$ cat config.mk
export PLATFORM = sky130hd
export DESIGN_NAME = movetext_token_filter
export DESIGN_NICKNAME = d
export VERILOG_FILES = /design/src/rtl/mtf_pkg.sv /design/src/rtl/mtf_token_ram.sv /design/src/rtl/mtf_byte_class.sv /design/src/rtl/movetext_token_filter.sv
export SDC_FILE = /design/constraint.sdc
export NUM_CORES = 1
export LEC_CHECK = 0
export ABC_AREA = 1
export CORE_ASPECT_RATIO = 1.2
export CORE_MARGIN = 2
export CORE_UTILIZATION = 50
export CTS_CLUSTER_SIZE = 24
export DETAILED_ROUTE_END_ITERATION = 8
export DONT_BUFFER_PORTS = 1
export PLACE_DENSITY = 0.61
export SLEW_MARGIN = 10
export SYNTH_ARGS = -nofsm -noshare
export SYNTH_HDL_FRONTEND = slang
export SYNTH_HIERARCHICAL = 1
export SYNTH_SLANG_ARGS = --single-unit
$ cat constraint.sdc
create_clock -name aclk -period 3 [get_ports aclk]
set_input_delay 0.15 -clock aclk [delete_from_list [all_inputs] [get_ports aclk]]
set_output_delay 0.15 -clock aclk [all_outputs]
set_load 0.005 [all_outputs]
$ cat src/rtl/mtf_pkg.sv
// ============================================================================
// mtf_pkg
// Shared types and constants for the movetext token filter.
// ============================================================================
package mtf_pkg;

    localparam int TOKEN_CAPACITY = 16;
    localparam int ADDR_W         = $clog2(TOKEN_CAPACITY);
    localparam int LEN_W          = $clog2(TOKEN_CAPACITY + 1);

    localparam logic [7:0] CH_NEWLINE  = 8'h0A;
    localparam logic [7:0] CH_SPACE    = 8'h20;
    localparam logic [7:0] CH_DOT      = 8'h2E;
    localparam logic [7:0] CH_SEMI     = 8'h3B;
    localparam logic [7:0] CH_LBRACKET = 8'h5B;
    localparam logic [7:0] CH_RBRACKET = 8'h5D;
    localparam logic [7:0] CH_LBRACE   = 8'h7B;
    localparam logic [7:0] CH_RBRACE   = 8'h7D;
    localparam logic [7:0] CH_LOW_MAX  = 8'd31;
    localparam logic [7:0] CH_HIGH_MIN = 8'd126;

    typedef enum logic [1:0] {
        SKIP_NONE    = 2'd0,
        SKIP_BRACE   = 2'd1,
        SKIP_BRACKET = 2'd2,
        SKIP_LINE    = 2'd3
    } skip_mode_t;

    // Decoded meaning of one byte in the current skip context
    typedef struct packed {
        skip_mode_t skip_next;
        logic       is_store;
        logic       is_dot;
        logic       is_space;
    } byte_class_t;

endpackage

$ cat src/rtl/mtf_token_ram.sv
// ============================================================================
// mtf_token_ram
// Simple dual-port RAM: one write port, one registered read port.
// ============================================================================
module mtf_token_ram #(
    parameter int DATA_W = 8,
    parameter int DEPTH  = 16,
    parameter int ADDR_W = $clog2(DEPTH)
) (
    input  logic              aclk,
    input  logic              wr_en,
    input  logic [ADDR_W-1:0] wr_addr,
    input  logic [DATA_W-1:0] wr_data,
    input  logic [ADDR_W-1:0] rd_addr,
    output logic [DATA_W-1:0] rd_data
);

    logic [DATA_W-1:0] mem [DEPTH];

    always_ff @(posedge aclk) begin
        if (wr_en) begin
            mem[wr_addr] <= wr_data;
        end
    end

    always_ff @(posedge aclk) begin
        rd_data <= mem[rd_addr];
    end

endmodule

$ cat src/rtl/mtf_byte_class.sv
// ============================================================================
// mtf_byte_class
// Decodes one raw byte against the current skip mode.
// ============================================================================
module mtf_byte_class
    import mtf_pkg::*;
(
    input  logic [7:0]  ch,
    input  skip_mode_t  skip_mode,
    output byte_class_t cls
);

    logic [7:0] c_norm;
    logic       printable;

    assign c_norm    = (ch == CH_NEWLINE) ? CH_SPACE : ch;
    assign printable = (c_norm > CH_LOW_MAX) && (c_norm < CH_HIGH_MIN);

    always_comb begin
        cls           = '0;
        cls.skip_next = skip_mode;
        unique case (skip_mode)
            SKIP_BRACE: begin
                if (ch == CH_RBRACE) cls.skip_next = SKIP_NONE;
            end
            SKIP_BRACKET: begin
                if (ch == CH_RBRACKET) cls.skip_next = SKIP_NONE;
            end
            SKIP_LINE: begin
                if (ch == CH_NEWLINE) cls.skip_next = SKIP_NONE;
            end
            SKIP_NONE: begin
                if (printable) begin
                    priority case (c_norm)
                        CH_LBRACE:   cls.skip_next = SKIP_BRACE;
                        CH_LBRACKET: cls.skip_next = SKIP_BRACKET;
                        CH_SEMI:     cls.skip_next = SKIP_LINE;
                        CH_DOT:      cls.is_dot    = 1'b1;
                        CH_SPACE:    cls.is_space  = 1'b1;
                        default:     cls.is_store  = 1'b1;
                    endcase
                end
            end
            default: cls.skip_next = SKIP_NONE;
        endcase
    end

endmodule

$ cat src/rtl/movetext_token_filter.sv
// ============================================================================
// movetext_token_filter
// Chess movetext tokenizer: filters bytes, drops comments and move numbers,
// and emits space-separated tokens one character per output request.
// ============================================================================
//
//  channel | dir | tdata        | tlast        | tuser
//  --------+-----+--------------+--------------+------------------
//  s_      | in  | [7:0] ch     | end_of_text  | -
//  m_      | out | [7:0] out_char | last_in_run | [0] token_overflowed
//
//  A byte that emits nothing leaves the sequencer idle. A byte that finishes
//  a token moves it through ST_PRIME, ST_EMIT for each of its N characters and
//  ST_SPACE if a space ended the token; the token RAM's single read port,
//  primed in ST_PRIME, gives one character per cycle unless the output stalls.
//  Reset clears the skip mode, token length, overflow flag, sequencer and
//  output valid; the token RAM is not cleared, since only written entries
//  are ever read. A stalled output holds the sequencer on its character;
//  the input is taken only while no token is being emitted.
//
module movetext_token_filter
    import mtf_pkg::*;
(
    input  logic       aclk,
    input  logic       aresetn,

    input  logic       s_tvalid,
    output logic       s_tready,
    input  logic [7:0] s_tdata,   // [7:0] ch
    input  logic       s_tlast,   // end_of_text

    output logic       m_tvalid,
    input  logic       m_tready,
    output logic [7:0] m_tdata,   // [7:0] out_char
    output logic       m_tlast,   // last_in_run
    output logic       m_tuser    // [0] token_overflowed
);

    typedef enum logic [3:0] {
        ST_IDLE  = 4'b0001,
        ST_PRIME = 4'b0010,
        ST_EMIT  = 4'b0100,
        ST_SPACE = 4'b1000
    } state_t;

    // Sequencer and token state
    state_t            state_reg, state_next;
    skip_mode_t        skip_reg, skip_next;
    logic [LEN_W-1:0]  len_reg, len_next;
    logic              ovf_reg, ovf_next;

    // Emission context, captured when a token is handed to the sequencer
    logic [LEN_W-1:0]  emit_len_reg, emit_len_next;
    logic              emit_ovf_reg, emit_ovf_next;
    logic              emit_space_reg, emit_space_next;
    logic [ADDR_W-1:0] idx_reg, idx_next;

    // Output register
    logic              m_tvalid_reg, m_tvalid_next;
    logic [7:0]        m_tdata_reg, m_tdata_next;
    logic              m_tlast_reg, m_tlast_next;
    logic              m_tuser_reg, m_tuser_next;

    byte_class_t       cls;
    logic              s_accept;
    logic              out_free;
    logic              out_load;
    logic              room;
    logic [LEN_W-1:0]  len_after;
    logic              ovf_after;
    logic              ram_wr_en;
    logic [7:0]        ram_rd_data;
    logic [LEN_W-1:0]  emit_len_m1;
    logic              at_last_char;

    mtf_byte_class u_class (
        .ch        (s_tdata),
        .skip_mode (skip_reg),
        .cls       (cls)
    );

    // Read address is the next index, so read data always matches idx_reg
    mtf_token_ram #(
        .DATA_W (8),
        .DEPTH  (TOKEN_CAPACITY)
    ) u_ram (
        .aclk    (aclk),
        .wr_en   (ram_wr_en),
        .wr_addr (len_reg[ADDR_W-1:0]),
        .wr_data (s_tdata),
        .rd_addr (idx_next),
        .rd_data (ram_rd_data)
    );

    assign s_tready     = (state_reg == ST_IDLE);
    assign s_accept     = s_tvalid && s_tready;
    assign out_free     = !m_tvalid_reg || m_tready;
    assign room         = (len_reg < LEN_W'(TOKEN_CAPACITY));
    assign ram_wr_en    = s_accept && cls.is_store && room;
    assign emit_len_m1  = emit_len_reg - LEN_W'(1);
    assign at_last_char = (idx_reg == emit_len_m1[ADDR_W-1:0]);

    // Token length and overflow after folding in the accepted byte
    always_comb begin
        len_after = len_reg;
        ovf_after = ovf_reg;
        if (cls.is_dot) begin
            len_after = '0;
            ovf_after = 1'b0;
        end else if (cls.is_store) begin
            if (room) len_after = len_reg + LEN_W'(1);
            else      ovf_after = 1'b1;
        end
    end

    always_comb begin
        state_next      = state_reg;
        skip_next       = skip_reg;
        len_next        = len_reg;
        ovf_next        = ovf_reg;
        emit_len_next   = emit_len_reg;
        emit_ovf_next   = emit_ovf_reg;
        emit_space_next = emit_space_reg;
        idx_next        = idx_reg;
        out_load        = 1'b0;
        m_tdata_next    = m_tdata_reg;
        m_tlast_next    = m_tlast_reg;
        m_tuser_next    = m_tuser_reg;

        unique case (state_reg)
            ST_IDLE: begin
                if (s_accept) begin
                    // End of text abandons any skip in progress
                    skip_next = s_tlast ? SKIP_NONE : cls.skip_next;
                    idx_next  = '0;
                    priority if (cls.is_space && (len_reg != '0)) begin
                        emit_len_next   = len_reg;
                        emit_ovf_next   = ovf_reg;
                        emit_space_next = 1'b1;
                        len_next        = '0;
                        ovf_next        = 1'b0;
                        state_next      = ST_PRIME;
                    end else if (s_tlast && (len_after != '0)) begin
                        emit_len_next   = len_after;
                        emit_ovf_next   = ovf_after;
                        emit_space_next = 1'b0;
                        len_next        = '0;
                        ovf_next        = 1'b0;
                        state_next      = ST_PRIME;
                    end else begin
                        len_next = len_after;
                        ovf_next = ovf_after;
                    end
                end
            end
            ST_PRIME: begin
                // First character read is in flight
                state_next = ST_EMIT;
            end
            ST_EMIT: begin
                if (out_free) begin
                    out_load     = 1'b1;
                    m_tdata_next = ram_rd_data;
                    m_tlast_next = at_last_char && !emit_space_reg;
                    m_tuser_next = emit_ovf_reg;
                    if (at_last_char) begin
                        state_next = emit_space_reg ? ST_SPACE : ST_IDLE;
                    end else begin
                        idx_next = idx_reg + ADDR_W'(1);
                    end
                end
            end
            ST_SPACE: begin
                if (out_free) begin
                    out_load     = 1'b1;
                    m_tdata_next = CH_SPACE;
                    m_tlast_next = 1'b1;
                    m_tuser_next = emit_ovf_reg;
                    state_next   = ST_IDLE;
                end
            end
            default: state_next = ST_IDLE;
        endcase
    end

    always_comb begin
        m_tvalid_next = m_tvalid_reg;
        if (out_load)      m_tvalid_next = 1'b1;
        else if (m_tready) m_tvalid_next = 1'b0;
    end

    always_ff @(posedge aclk) begin
        if (!aresetn) begin
            state_reg    <= ST_IDLE;
            skip_reg     <= SKIP_NONE;
            len_reg      <= '0;
            ovf_reg      <= 1'b0;
            m_tvalid_reg <= 1'b0;
        end else begin
            state_reg    <= state_next;
            skip_reg     <= skip_next;
            len_reg      <= len_next;
            ovf_reg      <= ovf_next;
            m_tvalid_reg <= m_tvalid_next;
        end
    end

    // Payload registers: no reset needed
    always_ff @(posedge aclk) begin
        emit_len_reg   <= emit_len_next;
        emit_ovf_reg   <= emit_ovf_next;
        emit_space_reg <= emit_space_next;
        idx_reg        <= idx_next;
        m_tdata_reg    <= m_tdata_next;
        m_tlast_reg    <= m_tlast_next;
        m_tuser_reg    <= m_tuser_next;
    end

    assign m_tvalid = m_tvalid_reg;
    assign m_tdata  = m_tdata_reg;
    assign m_tlast  = m_tlast_reg;
    assign m_tuser  = m_tuser_reg;

    // ------------------------------------------------------------------------
    // Assertions
    // ------------------------------------------------------------------------

    // Held token never exceeds capacity
    a_len_bound: assert property (@(posedge aclk) disable iff (!aresetn)
        len_reg <= LEN_W'(TOKEN_CAPACITY))
        else $error("token length past capacity");

    // Emission index stays inside the captured token
    a_idx_bound: assert property (@(posedge aclk) disable iff (!aresetn)
        (state_reg == ST_EMIT) |-> ({1'b0, idx_reg} < {1'b0, emit_len_reg}))
        else $error("emit index past token end");

    // End of text always returns the skip mode to normal
    a_eot_skip: assert property (@(posedge aclk) disable iff (!aresetn)
        (s_accept && s_tlast) |=> (skip_reg == SKIP_NONE))
        else $error("skip mode survived end of text");

    // Loading the final result of a run returns the sequencer to idle
    a_last_idle: assert property (@(posedge aclk) disable iff (!aresetn)
        (out_load && m_tlast_next) |=> (state_reg == ST_IDLE) && m_tvalid_reg)
        else $error("run ended without returning to idle");

endmodule
==> Yosys cells after proc, flatten, opt, wreduce, memory -nomap -nowiden <==
Memory sizes are Yosys's and may differ from the RTL's. A register that Yosys moved wholly into a read port is not among the register bits.
Index checks and enable logic that the tools add are counted.
{ "totals": {"wordCells": 120, "mem_bits_rw": 128, "memories": 1, "reg_bits": 33, "out_inout_bits": 12, "in_bits": 13, "mem_bits_ro": 0, "latch_bits": 0} }
{ "op_classes": {"n_lt_le_gt_ge": 3, "n_reduce_logical": 24, "bitwise": 0, "muxes": 51, "addsub": 3, "n_shift": 0, "mul": 0, "n_div": 0, "n_eq_ne": 26} }
{ "memory_table": {"columns": ["name", "words", "width", "rd", "rd_clocked_by_memory_dff", "write_ports", "line", "rtl"], "rows": [
  ["u_ram.mem", 16, 8, 1, 1, 1, "mtf_token_ram.sv:18", "logic [DATA_W-1:0] mem [DEPTH];"]
]} }
{ "op_table": {"columns": ["op", "count"], "rows": [
  ["2-to-1 mux 4 bit", 12],
  ["== test 8 x 7 -> 1 bit (second input constant)", 4],
  ["2-to-1 mux 5 bit", 6],
  ["== test 8 x 6 -> 1 bit (second input constant)", 3],
  ["2-to-1 mux 8 bit", 3],
  ["2-to-1 mux 1 bit", 19],
  ["case mux 4 bit (4 select lines)", 1],
  ["case mux 8 bit (2 select lines)", 1],
  ["!= test 3 x 2 -> 1 bit (second input constant)", 4],
  ["nonzero test 5 bit", 2],
  ["== test 8 x 4 -> 1 bit (second input constant)", 1],
  ["> comparator 8 x 5 -> 1 bit (second input constant)", 1],
  ["< comparator 8 x 7 -> 1 bit (second input constant)", 1],
  ["2-to-1 mux 2 bit", 4],
  ["case mux 2 bit (4 select lines)", 1],
  ["case mux 4 bit (2 select lines)", 1],
  ["logical AND 1 bit", 7],
  ["AND reduction 7 bit", 1],
  ["!= test 2 bit (second input constant)", 3],
  ["case mux 2 bit (3 select lines)", 1],
  ["AND reduction 3 bit", 2],
  ["nonzero test 2 bit", 3],
  ["adder 5 x 1 -> 5 bit (second input constant)", 1],
  ["< comparator 5 bit (second input constant)", 1],
  ["other kinds (21)", 24]
]} }

==> Logic depth before layout (Yosys ltp) <==
{ "logic_depth": {"depth_word": 15, "ltp_mapped": 22} }

==> Cells and area by module <==
Netlist, hierarchy kept.
{ "modules_own_cells": {"columns": ["module", "seq_area_each_um2", "area_per_inst_um2", "cells_each", "instances"], "rows": [
  ["mtf_token_ram", 4003.8, 5766.8, 551, 1],
  ["movetext_token_filter", 820.8, 1756.7, 213, 1],
  ["mtf_byte_class", 0.0, 287.8, 60, 1]
]} }

==> Worst setup path before layout <==
No wires, ideal clock.
{ "synth_path": {"kind": "register to register", "startpoint": "register emit_len_reg[0]", "endpoint": "register u_ram.rd_data[1] (read register of u_ram.mem)", "t_required_ns": 2.886, "stages_incl_launch_ff": 17, "arrival_time_ns": 2.274, "setup_ns": 0.114, "path_slack_ns": 0.613, "path_buffers": 2, "period_less_slack_ns": 2.387, "path_cell_list": "edfxtp_1 > inv_1 > ha_1 > xor2_1 > o21ai_0 > nor2_2 > nand2_2 > nand2_4 > o21ai_0 > o21ai_0 > buf_6 > buf_4 > nand2_1 > nand3_1 > nand3_1 > nand3_1 > nand2_1"} }
{ "synth_via": {"elab_chain_len": 5} }
{ "synth_lines": {"columns": ["element", "line", "rtl"], "rows": [
  ["start, declared", "movetext_token_filter.sv:53", "logic [LEN_W-1:0] emit_len_reg, emit_len_next;"],
  ["start signal, assigned", "movetext_token_filter.sv:210", "emit_len_reg <= emit_len_next;"],
  ["subtractor 4 x 1 -> 4 bit", "movetext_token_filter.sv:100", "assign emit_len_m1 = emit_len_reg - LEN_W'(1);"],
  ["== test 4 bit", "movetext_token_filter.sv:101", "assign at_last_char = (idx_reg == emit_len_m1[ADDR_W-1:0]);"],
  ["2-to-1 mux 4 bit", "movetext_token_filter.sv:166", "if (at_last_char) begin"],
  ["2-to-1 mux 4 bit", "movetext_token_filter.sv:161", "if (out_free) begin"],
  ["case mux 4 bit (2 select lines)", "movetext_token_filter.sv:130", "unique case (state_reg)"],
  ["named net idx_next[0]", "movetext_token_filter.sv:56", "logic [ADDR_W-1:0] idx_reg, idx_next;"],
  ["end, declared", "mtf_token_ram.sv:15", "output logic [DATA_W-1:0] rd_data"]
]} }
The timed path passes the listed nets, and every way through them passes these cells.
A chain may end at the register's enable or synchronous reset.

==> Final worst setup path <==
{ "layout_path": {"startpoint": "register emit_len_reg[0]", "endpoint": "register u_ram.rd_data[6] (read register of u_ram.mem)"} }
The elaborated chain is that of the path after synthesis.

==> flow_summary.json <==
{
  "die_w_um": 118,
  "max_cap_viol_count": 0,
  "clk_latency_ns": 0.42,
  "instances_no_fill": 1071,
  "cts.sinks": 169,
  "endpoint_kind": "flop",
  "root_buffer": "clkbuf_16",
  "detail_route.wl_per_cell_um": 16.6,
  "vias": 5593,
  "sequentialPowerShare": 0.476,
  "die_height_um": 141,
  "crit_path_start_kind": "flop",
  "hold_class": "input port to flop",
  "yosysSeqAreaShare": 0.618,
  "routed_wl_um": 17800,
  "clkTransAtPathRegs_ns": 0.06,
  "status": "finished, final reports clean",
  "p_int_mw": 4.36,
  "dp_hpwl_um": 11700,
  "ioPinCount": 25,
  "tns_ns": 0,
  "slew-limit-headroom": 0.435,
  "first_global_vias": 5561,
  "synthArstFlopShare": 0,
  "cts_max_path_buffers": 2,
  "postSynthAreaPerCell_um2": 9.48,
  "fp-row-count": 50,
  "synth_most_common_cell": "nand2_1",
  "reg2reg_depth": 17,
  "worstPathMaxFanout": 64,
  "synth_top_area_frac": 0.554,
  "synth_cell_types": 36,
  "syn_nets": 841,
  "syn_inst": 824,
  "pwr-share-clk": 0.405,
  "cts_buffers": 17,
  "place_ws_ns": 0.153,
  "final_util": 0.572,
  "avgViaCountPerCell": 5.22,
  "drc": 0,
  "finalSetupViolations": 0,
  "cellLeakagePower_nw": 3.75,
  "p_per_area_nw_per_um2": 654,
  "first_pass_iters": 5,
  "grt-ovfl-total": 0,
  "drt_iter0_markers": 468,
  "post-route-cell-area_um2": 8840,
  "yosys.area.top_type": "edfxtp_1",
  "setup_ws_ns": 0.300,
  "drive_above_1_share": 0.104,
  "path_class": "flop to flop",
  "hold_violations": 0,
  "switchingPower_mw": 1.42,
  "core_um2": 15500,
  "n_antenna_cell": 0,
  "fmaxAchievable_mhz": 370,
  "min_path_cells": 3,
  "io_buffers": 0,
  "ys_ff_latch": 169,
  "dpl_cell_area_um2": 8110,
  "swShare": 0.246,
  "worst_slew_pin_slew_ns": 0.845,
  "synthTopCellsByArea": "edfxtp_1 (55%), nand2_1 (11%), nand3_1 (7.6%)",
  "ys_warn_count": 6,
  "rsz0062_at_grt": "false",
  "min_period_ns": 2.70,
  "htreeDepth": 4,
  "grt_pass1_wl_um": 28700,
  "grt_max_degree": 66,
  "synthFlopType": "edfxtp_1",
  "synthToLayoutAreaGrowth_pct": 13.2,
  "finalCritPeriodShare": 0.900,
  "finalMaxSlewViolations": 0,
  "synthesis.area_um2": 7810,
  "dieArea_um2": 16600,
  "clock_skew_ns": 0.00666,
  "required_ns": 3.36,
  "synth_edf_count": 144,
  "finalPower_mw": 5.78,
  "antenna_found_initial": 0,
  "placed_cells": 1029,
  "ir_worst_vdd_v": 0.000343,
  "tritoncts": "built",
  "synth_common_cells": "nand2_1 (220), edfxtp_1 (144), inv_1 (143), nand3_1 (118), nor2_1 (52)",
  "drtAntennaViolNets": 0,
  "largest_reg_flops": 128,
  "whs_ns": 0.0542,
  "gp_congestion": 0.861,
  "cp_data_arrival_time_ns": 3.06,
  "combPwrFrac": 0.119,
  "final_nets": 867,
  "grt_use_total": 0.225,
  "start_util": 0.506
}
==> cell families after synthesis <==
logic type / Yosys count / synth area share
simple gates: 427 / 0.243
buf+inv: 176 / 0.0953
flops: 169 / 0.618
compound gates: 43 / 0.0317
xor+xnor: 5 / 0.00561
fa+ha+maj: 4 / 0.00641
==> area by class of cell <==
class | instances | area, µm²
repair buffers | 33 | 298
clock buffers | 19 | 433
flip-flops and latches | 169 | 4820
multi-input cells | 479 | 2260
fillers | 1391 | 6610
inverters | 150 | 568
well taps | 208 | 260
clock inverters | 13 | 201
==> critical path, cell delays in order, from the launching register on <==
cell and delay, ns:
edfxtp_1 0.41, inv_1 0.10, ha_1 0.24, xor2_1 0.14, o21ai_0 0.09, nor2_2 0.07
nand2_2 0.11, nand2_4 0.08, o21ai_1 0.30, o21ai_4 0.10, inv_2 0.08, buf_12 0.25
nand2_1 0.10, nand2_1 0.08, nand2_1 0.08, nand3_1 0.10, nand3_1 0.14, nand2_1 0.11
==> layout by cell type, fill, tap and decap left out, types with 6 or more instances in the layout <==
cell type / n
a21oi_1: 15
buf_4: 21
clkbuf_16: 17
dfxtp_1: 25
dlygate4sd3_1: 10
edfxtp_1: 144
inv_1: 143
nand2_1: 220
nand3_1: 118
nand3_2: 6
nor2_1: 52
nor2_2: 7
o21ai_0: 13
==> power groups by stage <==
stage | Sequential, mW | Combinational [mW] | Clock (mW)
2_1_floorplan | 2.77 | 0.485 | 0
3_3_place_gp | 2.79 | 0.613 | 0
3_5_place_dp | 2.80 | 0.636 | 0
4_1_cts | 2.75 | 0.684 | 2.38
5_1_grt | 2.76 | 0.773 | 2.48
6_report | 2.75 | 0.688 | 2.34
==> final timing paths <==
kind                   startpoint               end  slack [ns]
hold reg to reg      emit_ovf_reg           m_tuser        0.45
hold / removal           m_tready          m_tvalid        0.05
setup / recovery  emit_len_reg[0]  u_ram/rd_data[6]        0.30
setup reg to reg  emit_len_reg[0]  u_ram/rd_data[6]        0.30
==> routing by layer <==
layer | vias up | GRT usage | part of all wire
met1 | 2678 | 0.291 | 0.44
met3 | 27 | 0.0518 | 0.051
li1 | 2708 | - | -
met4 | 0 | 0.0831 | 0.023
met2 | 180 | 0.372 | 0.48
met5 | - | 0 | 0
==> timing repair <==
action,in CTS,in global routing
endpoints found under the setup margin,0,7
gates resized for setup,0,3
buffers inserted,0,0
endpoints found under the hold margin,139,0
hold buffers,10,0
(Power assumes the default switching activity.)
